`config.mk`:
```
export PLATFORM = sky130hd
export DESIGN_NAME = newton_square_root
export DESIGN_NICKNAME = d
export VERILOG_FILES = /design/src/hw/rtl/nsr_pkg.sv /design/src/hw/rtl/nsr_mul.sv /design/src/hw/rtl/nsr_div.sv /design/src/hw/rtl/newton_square_root.sv
export SDC_FILE = /design/constraint.sdc
export NUM_CORES = 2
export LEC_CHECK = 0
export BUFFER_PORTS_ARGS = -buffer_cell sky130_fd_sc_hd__buf_2
export CAP_MARGIN = 20
export CORE_ASPECT_RATIO = 1.25
export CORE_MARGIN = 5
export CORE_UTILIZATION = 38
export CTS_CLUSTER_SIZE = 20
export DETAILED_ROUTE_END_ITERATION = 6
export GPL_TIMING_DRIVEN = 1
export SLEW_MARGIN = 40
export SYNTH_ARGS = -nofsm -noshare
export SYNTH_HDL_FRONTEND = slang
export SYNTH_SLANG_ARGS = --single-unit
```
`constraint.sdc`:
```
create_clock -name i_clk -period 17.9 [get_ports i_clk]
set_input_delay 1.79 -clock i_clk [delete_from_list [all_inputs] [get_ports i_clk]]
set_output_delay 1.79 -clock i_clk [all_outputs]
set_load 0.005 [all_outputs]
```
`src/hw/rtl/nsr_pkg.sv`:
```
package nsr_pkg;

    // Configuration port.
    localparam int CFG_IDX_W  = 2;
    localparam int CFG_DATA_W = 32;

    localparam logic [CFG_IDX_W-1:0] CFG_TOLERANCE = 2'd0;
    localparam logic [CFG_IDX_W-1:0] CFG_MAX_ITER  = 2'd1;
    localparam logic [CFG_IDX_W-1:0] CFG_STEP_FORM = 2'd2;

    // Register widths and reset values.
    localparam int TOL_W  = 32;
    localparam int ITER_W = 8;

    localparam logic [TOL_W-1:0]  TOL_RESET      = 32'd1;
    localparam logic [ITER_W-1:0] MAX_ITER_RESET = 8'd200;

    // Step form codes.
    localparam logic FORM_SINGLE = 1'b0;
    localparam logic FORM_DOUBLE = 1'b1;

    // Multiplier bits retired per cycle.
    localparam int MUL_DIGIT = 8;

    typedef enum logic [3:0] {
        S_IDLE,
        S_SQ_GO,
        S_SQ_WAIT,
        S_CHK,
        S_DIVQ,
        S_DIV2,
        S_MULAX,
        S_DIV3,
        S_DONE
    } t_state;

endpackage

```
`src/hw/rtl/nsr_mul.sv`:
```
module nsr_mul import nsr_pkg::*; #(
    parameter int WIDTH = 32
) (
    input  logic               i_clk,
    input  logic               i_rst_n,
    input  logic               i_start,
    input  logic [WIDTH-1:0]   i_mcand,
    input  logic [WIDTH-1:0]   i_mplier,
    output logic               o_done,
    output logic [2*WIDTH-1:0] o_product
);

    localparam int MW = MUL_DIGIT * ((WIDTH + MUL_DIGIT - 1) / MUL_DIGIT);
    localparam int ND = MW / MUL_DIGIT;
    localparam int CW = $clog2(ND + 1);

    logic [2*MW-1:0]          r_p;
    logic [WIDTH-1:0]         r_mcand;
    logic [CW-1:0]            r_cnt;
    logic                     r_busy;
    logic                     r_done;

    logic [WIDTH+MUL_DIGIT-1:0] pp;
    logic [MW+MUL_DIGIT-1:0]    sum;
    logic [2*MW-1:0]            n_p;

    // One multiplier digit per cycle; the low half of r_p holds the digits
    // still to be used and shifts out as the product shifts in.
    assign pp  = (WIDTH+MUL_DIGIT)'(r_mcand) * (WIDTH+MUL_DIGIT)'(r_p[MUL_DIGIT-1:0]);
    assign sum = (MW+MUL_DIGIT)'(r_p[2*MW-1:MW]) + (MW+MUL_DIGIT)'(pp);
    assign n_p = {sum, r_p[MW-1:MUL_DIGIT]};

    always_ff @(posedge i_clk) begin
        if (!i_rst_n) begin
            r_busy <= 1'b0;
            r_done <= 1'b0;
            r_cnt  <= '0;
        end else begin
            r_done <= 1'b0;
            if (i_start) begin
                r_busy <= 1'b1;
                r_cnt  <= CW'(ND);
            end else if (r_busy) begin
                r_cnt <= r_cnt - CW'(1);
                if (r_cnt == CW'(1)) begin
                    r_busy <= 1'b0;
                    r_done <= 1'b1;
                end
            end
        end
    end

    always_ff @(posedge i_clk) begin
        if (i_start) begin
            r_p     <= {MW'(0), MW'(i_mplier)};
            r_mcand <= i_mcand;
        end else if (r_busy) begin
            r_p <= n_p;
        end
    end

    assign o_done    = r_done;
    assign o_product = r_p[2*WIDTH-1:0];

endmodule

```
`src/hw/rtl/nsr_div.sv`:
```
module nsr_div #(
    parameter int NUM_W = 64,
    parameter int DEN_W = 65
) (
    input  logic             i_clk,
    input  logic             i_rst_n,
    input  logic             i_start,
    input  logic [NUM_W-1:0] i_num,
    input  logic [DEN_W-1:0] i_den,
    output logic             o_done,
    output logic [NUM_W-1:0] o_quot
);

    localparam int CW = $clog2(NUM_W + 1);

    logic [NUM_W-1:0] r_q;
    logic [DEN_W-1:0] r_r;
    logic [DEN_W-1:0] r_d;
    logic [CW-1:0]    r_cnt;
    logic             r_busy;
    logic             r_done;

    logic [DEN_W+1:0] trial;
    logic             ge;
    logic [DEN_W-1:0] n_r;

    // Restoring division, one quotient bit per cycle. The partial remainder
    // stays below the divisor, so the shifted value fits one extra bit.
    assign trial = {1'b0, r_r, r_q[NUM_W-1]} - {2'b00, r_d};
    assign ge    = !trial[DEN_W+1];
    assign n_r   = ge ? trial[DEN_W-1:0] : {r_r[DEN_W-2:0], r_q[NUM_W-1]};

    always_ff @(posedge i_clk) begin
        if (!i_rst_n) begin
            r_busy <= 1'b0;
            r_done <= 1'b0;
            r_cnt  <= '0;
        end else begin
            r_done <= 1'b0;
            if (i_start) begin
                r_busy <= 1'b1;
                r_cnt  <= CW'(NUM_W);
            end else if (r_busy) begin
                r_cnt <= r_cnt - CW'(1);
                if (r_cnt == CW'(1)) begin
                    r_busy <= 1'b0;
                    r_done <= 1'b1;
                end
            end
        end
    end

    always_ff @(posedge i_clk) begin
        if (i_start) begin
            r_q <= i_num;
            r_r <= '0;
            r_d <= i_den;
        end else if (r_busy) begin
            r_q <= {r_q[NUM_W-2:0], ge};
            r_r <= n_r;
        end
    end

    assign o_done = r_done;
    assign o_quot = r_q;

endmodule

```
`src/hw/rtl/newton_square_root.sv`:
```
// Channel   Valid       Stall       Word
// -------   ---------   ---------   ----------------------------------------
// input     i_valid     o_stall     i_radicand
// output    o_valid     i_stall     o_root, o_steps_used, o_converged
// config    i_cfg_we    (none)      i_cfg_index, i_cfg_data
//
// Zero and exactly one go straight to the done state and load the output register
// once it is free. Other inputs run one step per iteration: a squaring, a compare and
// a divider pass; the double-step form adds a multiply and a second divide. Reset is
// synchronous and active low and restores the register defaults. The input is stalled
// from acceptance until the result moves to the output register; a stalled output
// holds its word.
module newton_square_root import nsr_pkg::*; #(
    parameter int VALUE_WIDTH = 32,
    parameter int FRAC_BITS   = 16
) (
    input  logic                   i_clk,
    input  logic                   i_rst_n,
    input  logic                   i_valid,
    output logic                   o_stall,
    input  logic [VALUE_WIDTH-1:0] i_radicand,
    output logic                   o_valid,
    input  logic                   i_stall,
    output logic [VALUE_WIDTH-1:0] o_root,
    output logic [ITER_W-1:0]      o_steps_used,
    output logic                   o_converged,
    input  logic                   i_cfg_we,
    input  logic [CFG_IDX_W-1:0]   i_cfg_index,
    input  logic [CFG_DATA_W-1:0]  i_cfg_data
);

    localparam int W  = VALUE_WIDTH;
    localparam int XW = (VALUE_WIDTH > FRAC_BITS) ? VALUE_WIDTH : FRAC_BITS;
    localparam int NW = VALUE_WIDTH + XW;
    localparam int DW = NW + 1;

    localparam logic [W-1:0] VAL_MAX = {W{1'b1}};
    localparam logic [XW:0]  ONE_FX  = (XW+1)'(1) << FRAC_BITS;

    t_state r_state, n_state;

    logic [TOL_W-1:0]  r_tol;
    logic [ITER_W-1:0] r_max_it;
    logic              r_form;

    logic [W-1:0]      r_a;
    logic [W-1:0]      r_x;
    logic [ITER_W-1:0] r_n;
    logic              r_ok;
    logic [NW-1:0]     r_err;
    logic [NW-1:0]     r_s;
    logic [W-1:0]      r_t2;
    logic              r_dz;

    logic              r_out_valid;
    logic [W-1:0]      r_root;
    logic [ITER_W-1:0] r_steps;
    logic              r_conv;

    // Unit handshakes.
    logic              mul_start, mul_done;
    logic [W-1:0]      mul_b;
    logic [2*W-1:0]    mul_product;
    logic              div_start, div_done;
    logic [NW-1:0]     div_num, div_quot;
    logic [DW-1:0]     div_den;

    logic              in_accept;
    logic              out_load;

    // Datapath.
    logic [XW:0]       a_ext;
    logic              special;
    logic [W:0]        a_dbl;
    logic [W-1:0]      init_x;
    logic [NW-1:0]     sq, target, err, s_val;
    logic              tol_met, at_limit;
    logic [NW-1:0]     q_eff;
    logic [NW:0]       single_sum;
    logic [NW-1:0]     single_half;
    logic [W-1:0]      x_single;
    logic [W-1:0]      q_sat;
    logic [W+1:0]      double_sum;
    logic [W-1:0]      x_double;

    nsr_mul #(.WIDTH(W)) u_mul (
        .i_clk     (i_clk),
        .i_rst_n   (i_rst_n),
        .i_start   (mul_start),
        .i_mcand   (r_x),
        .i_mplier  (mul_b),
        .o_done    (mul_done),
        .o_product (mul_product)
    );

    nsr_div #(.NUM_W(NW), .DEN_W(DW)) u_div (
        .i_clk   (i_clk),
        .i_rst_n (i_rst_n),
        .i_start (div_start),
        .i_num   (div_num),
        .i_den   (div_den),
        .o_done  (div_done),
        .o_quot  (div_quot)
    );

    // First guess and special inputs.
    assign a_ext   = (XW+1)'(i_radicand);
    assign special = (a_ext == '0) || (a_ext == ONE_FX);
    assign a_dbl   = {i_radicand, 1'b0};
    assign init_x  = (a_ext > ONE_FX) ? (i_radicand >> 1) :
                     (a_dbl[W] ? VAL_MAX : a_dbl[W-1:0]);

    // Error of the current guess and the double-step denominator.
    assign sq     = NW'(mul_product);
    assign target = NW'(r_a) << FRAC_BITS;
    assign err    = (sq >= target) ? (sq - target) : (target - sq);
    assign s_val  = (sq >> FRAC_BITS) + NW'(r_a);

    assign tol_met  = r_err <= NW'(r_tol);
    assign at_limit = r_n >= r_max_it;

    // A quotient by zero saturates to the field maximum.
    assign q_eff       = r_dz ? NW'(VAL_MAX) : div_quot;
    assign single_sum  = (NW+1)'(r_x) + (NW+1)'(q_eff);
    assign single_half = single_sum[NW:1];
    assign x_single    = (|single_half[NW-1:W]) ? VAL_MAX : single_half[W-1:0];

    assign q_sat      = (r_dz || (|div_quot[NW-1:W])) ? VAL_MAX : div_quot[W-1:0];
    assign double_sum = (W+2)'(r_x >> 2) + (W+2)'(r_t2) + (W+2)'(q_sat);
    assign x_double   = (|double_sum[W+1:W]) ? VAL_MAX : double_sum[W-1:0];

    // Next state.
    always_comb begin
        n_state = r_state;
        unique case (r_state)
            S_IDLE: begin
                if (in_accept) begin
                    n_state = special ? S_DONE : S_SQ_GO;
                end
            end
            S_SQ_GO: begin
                n_state = S_SQ_WAIT;
            end
            S_SQ_WAIT: begin
                if (mul_done) begin
                    n_state = S_CHK;
                end
            end
            S_CHK: begin
                if (tol_met || at_limit) begin
                    n_state = S_DONE;
                end else if (r_form == FORM_DOUBLE) begin
                    n_state = S_DIV2;
                end else begin
                    n_state = S_DIVQ;
                end
            end
            S_DIVQ: begin
                if (div_done) begin
                    n_state = S_SQ_GO;
                end
            end
            S_DIV2: begin
                if (div_done) begin
                    n_state = S_MULAX;
                end
            end
            S_MULAX: begin
                if (mul_done) begin
                    n_state = S_DIV3;
                end
            end
            S_DIV3: begin
                if (div_done) begin
                    n_state = S_SQ_GO;
                end
            end
            S_DONE: begin
                if (out_load) begin
                    n_state = S_IDLE;
                end
            end
            default: begin
                n_state = S_IDLE;
            end
        endcase
    end

    // Sequencer outputs.
    always_comb begin
        o_stall   = (r_state != S_IDLE);
        in_accept = i_valid && (r_state == S_IDLE);
        out_load  = (r_state == S_DONE) && (!r_out_valid || !i_stall);
        mul_start = (r_state == S_SQ_GO) || ((r_state == S_DIV2) && div_done);
        mul_b     = (r_state == S_DIV2) ? r_a : r_x;
        div_start = ((r_state == S_CHK) && !tol_met && !at_limit) ||
                    ((r_state == S_MULAX) && mul_done);
        if (r_state == S_MULAX) begin
            div_num = NW'(mul_product);
            div_den = DW'(r_s);
        end else begin
            div_num = target;
            div_den = (r_form == FORM_DOUBLE) ? (DW'(r_x) << 2) : DW'(r_x);
        end
    end

    always_ff @(posedge i_clk) begin
        if (!i_rst_n) begin
            r_state     <= S_IDLE;
            r_out_valid <= 1'b0;
            r_tol       <= TOL_RESET;
            r_max_it    <= MAX_ITER_RESET;
            r_form      <= FORM_SINGLE;
        end else begin
            r_state <= n_state;
            if (out_load) begin
                r_out_valid <= 1'b1;
            end else if (!i_stall) begin
                r_out_valid <= 1'b0;
            end
            if (i_cfg_we) begin
                unique case (i_cfg_index)
                    CFG_TOLERANCE: r_tol    <= i_cfg_data[TOL_W-1:0];
                    CFG_MAX_ITER:  r_max_it <= i_cfg_data[ITER_W-1:0];
                    CFG_STEP_FORM: r_form   <= i_cfg_data[0];
                    default: begin
                    end
                endcase
            end
        end
    end

    always_ff @(posedge i_clk) begin
        if (in_accept) begin
            r_a  <= i_radicand;
            r_n  <= '0;
            r_x  <= special ? i_radicand : init_x;
            r_ok <= 1'b1;
        end
        if ((r_state == S_SQ_WAIT) && mul_done) begin
            r_err <= err;
            r_s   <= s_val;
        end
        if (r_state == S_CHK) begin
            r_ok <= tol_met;
        end
        if (div_start) begin
            r_dz <= (div_den == '0);
        end
        if ((r_state == S_DIVQ) && div_done) begin
            r_x <= x_single;
            r_n <= r_n + ITER_W'(1);
        end
        if ((r_state == S_DIV2) && div_done) begin
            r_t2 <= q_sat;
        end
        if ((r_state == S_DIV3) && div_done) begin
            r_x <= x_double;
            r_n <= r_n + ITER_W'(1);
        end
        if (out_load) begin
            r_root  <= r_x;
            r_steps <= r_n;
            r_conv  <= r_ok;
        end
    end

    assign o_valid      = r_out_valid;
    assign o_root       = r_root;
    assign o_steps_used = r_steps;
    assign o_converged  = r_conv;

endmodule

```
==> results.cfg <==
[yosys]
postSynthAreaPerCell_sq_um = 9.102
yosysWarnings = 0
syn_inst = 5269
ys_top_cells_by_count = nand2_1 (591), inv_1 (496), edfxtp_1 (437), a21oi_1 (343), nor2_1 (343)
syn_nets = 5901
syn_area_sq_um = 47960
synth_top_cell_by_area = edfxtp_1
synth_edf_count = 437
synth_top_area_share_pct = 27.36
synth-seq-area-share_pct = 33.92
ys_ff_latch = 594
async_reset_ff_share_pct = 0
synth_most_common_cell = nand2_1
ys.flop_type = edfxtp_1
synthTopCellsByArea = edfxtp_1 (27%), fa_1 (10%), ha_1 (8.2%)
ys_types = 99

[final_layout]
syn_to_final_growth_pct = 9.990
drive_gt1_share_pct = 7.679
fillCellCount = 12380
fin_nets = 5913
ff_latch_area_sq_um = 16270
finish.utilization_pct = 42.14
multi_input_area_sq_um = 28930

[clock_tree]
clockBufferDepth = 3
clk_pin_slew_ns = 0.07
clock_latency_ns = 0.71
cts_root_buffer = clkbuf_16
postCtsSetupRepairBufs = 0
cts_made_buffers = 70
cts_resized = 0
cts_tree = built
ctsHoldBuffers = 0
htreeDepth = 3
cts.sinks = 594

[worst_hold_path]
worstHoldStart = r_ok
min_path_type = reg -> reg

[sta]
fin_setup_tns_ns = 0
finalWorstSetupSlack_ns = 11.08
relSlewSlack_pct = 39.92
rsz0062_at_grt = no
tightest_slew_ns = 0.9012
hold_ws_ns = 0.4368
slew_violations = 0
finalSetupViolCount = 0
report.final.hold_viol_count = 0
clock.fmax_ghz = 0.1466
min_period_ns = 6.819
post-route-period-util_pct = 38.10
finClkSkew_ns = 0.05266

[grt]
grt_max_degree = 94
antenna_found_initial = 7
grt_pass1_vias = 39580
grt.total_usage_pct = 23.25
grt_overflow_total = 0
grt_pass1_wl_um = 240100

[floorplanning]
die_h_um = 407.2
placementRows = 145
core_sq_um = 125200
die_area_sq_um = 133500
die_x_um = 327.7
initial_core_util_pct = 38.31
boundaryPins = 114

[drt]
totalWireLength_um = 159100
via_per_inst = 5.681
drtIter0Drc = 3575
drt-pass1-iter-count = 6
drc = 0
drtAntennaViolNets = 0
dr_total_vias = 39540
wl_per_cell_um = 22.86

[critical_path]
worstSetupStartpointType = register
path_class = reg -> reg
regToRegStartpoint = u_div.o_quot[35]
max_stage_delay_ns = 0.61
cp_slowest_cell = nor2_1
critical_path.cell_chain = or4_1, nor2_1, nand4_1, nor3_2, buf_4, nand2b_1, fa_1, ha_1, a211oi_1, o21ai_0, a31oi_1, o31ai_1, a2111oi_0, nor2_1, o41ai_1, mux2i_1, nand2_1, nor2_1, buf_4, o21a_1, a211oi_1
worstPathRequired_ns = 18.35
endpoint_kind = register
cp_max_fo = 31
crit_path_frequent_cell = nor2_1
worstPathArrival_ns = 7.27
critical_path.startpoint = u_div.o_quot[35]

[placed_design]
hpwl_um = 122000
io_buffers = 113
pre_cts_ws_ns = 11.10
gp_congestion = 0.9712

[run_status]
status = complete, no violations

[flow_run]
max_cap_violations = 0
==> cell type report <==
class,instances,share of cell area [%]
tap,1617,3.836
sequential,594,30.85
antenna,4,0.01898
clock buffer,86,3.551
clock inverter,44,1.082
timing repair buffer,185,2.208
multi-input combinational,3925,54.85
inverter,505,3.603
==> cell usage in the layout (no fill, tap or decap), drive strengths merged, types with 80 or more instances in the layout <==
cell    netlist  routed
ha          314     314
and2        203     203
inv         496     500
clkbuf      209      87
nand2b       87      87
xnor2       188     188
dfxtp       157     157
buf          36     184
edfxtp      437     437
fa          247     247
nor2        344     344
nand3       111     111
mux2i       143     143
a21o         93      93
xor2         80      80
a21oi       343     343
nand2       591     591
o21ai       315     315
==> flip-flops by register name, summed over array words and instances (netlist names), 32 cells and up <==
register and flops:
o_root 32, r_t2 32, r_a 32, r_s 49, r_tol 32, u_mul.o_product 64, r_err 64, u_div.r_r 65
u_mul.r_mcand 32, u_div.o_quot 64, u_div.r_d 49, r_x 32
==> final timing paths <==
check                           slack, ns           to  depth (start not counted)
worst min register to register       0.44  o_converged                          0
worst min-delay path                 0.44  o_converged                          0
worst max-delay path                11.08      r_x[18]                         21
worst max register to register      11.08      r_x[18]                         21
==> routing by layer <==
| layer | vias up | part of all wire, % | wire (um) | GRT usage (%) |
|---|---|---|---|---|
| met2 | 1340 | 47 | 75540 | 38.91 |
| met1 | 19490 | 41 | 64790 | 29.30 |
| li1 | 18380 | - | - | - |
| met5 | - | 0.030 | 47 | 0 |
| met3 | 329 | 6.5 | 10330 | 3.913 |
| met4 | 6 | 5.3 | 8388 | 11.01 |
==> worst max-delay path, delay by kind of cell, from the launching register on <==
kind / cells / cell delay (ns)
AOI/OAI and AO/OA: 8 / 2.14
and+or+nand+nor: 8 / 2.04
adders and majority gates: 2 / 0.79
buffers and inverters: 2 / 0.78
DFF: 1 / 0.50
muxes: 1 / 0.29
==> per-stage QoR <==
stage / area, sq um / std cells
2_1_floorplan: 47960 / 5269
3_3_place_gp: 50150 / 6820
3_5_place_dp: 50270 / 6825
4_1_cts: 52710 / 6955
5_1_grt: 52740 / 6958
6_report: 52750 / 6960
==> kinds of logic after synthesis <==
kind of cell | synth area share, %
flops | 33.92
xor+xnor | 4.910
simple gates | 17.98
fa+ha+maj | 18.50
mux | 3.032
compound gates | 15.69
buf+inv | 5.969
Power is left out: the tool's default activity adds up to more than one toggle a clock period on the data nets, which glitch-free logic cannot reach.
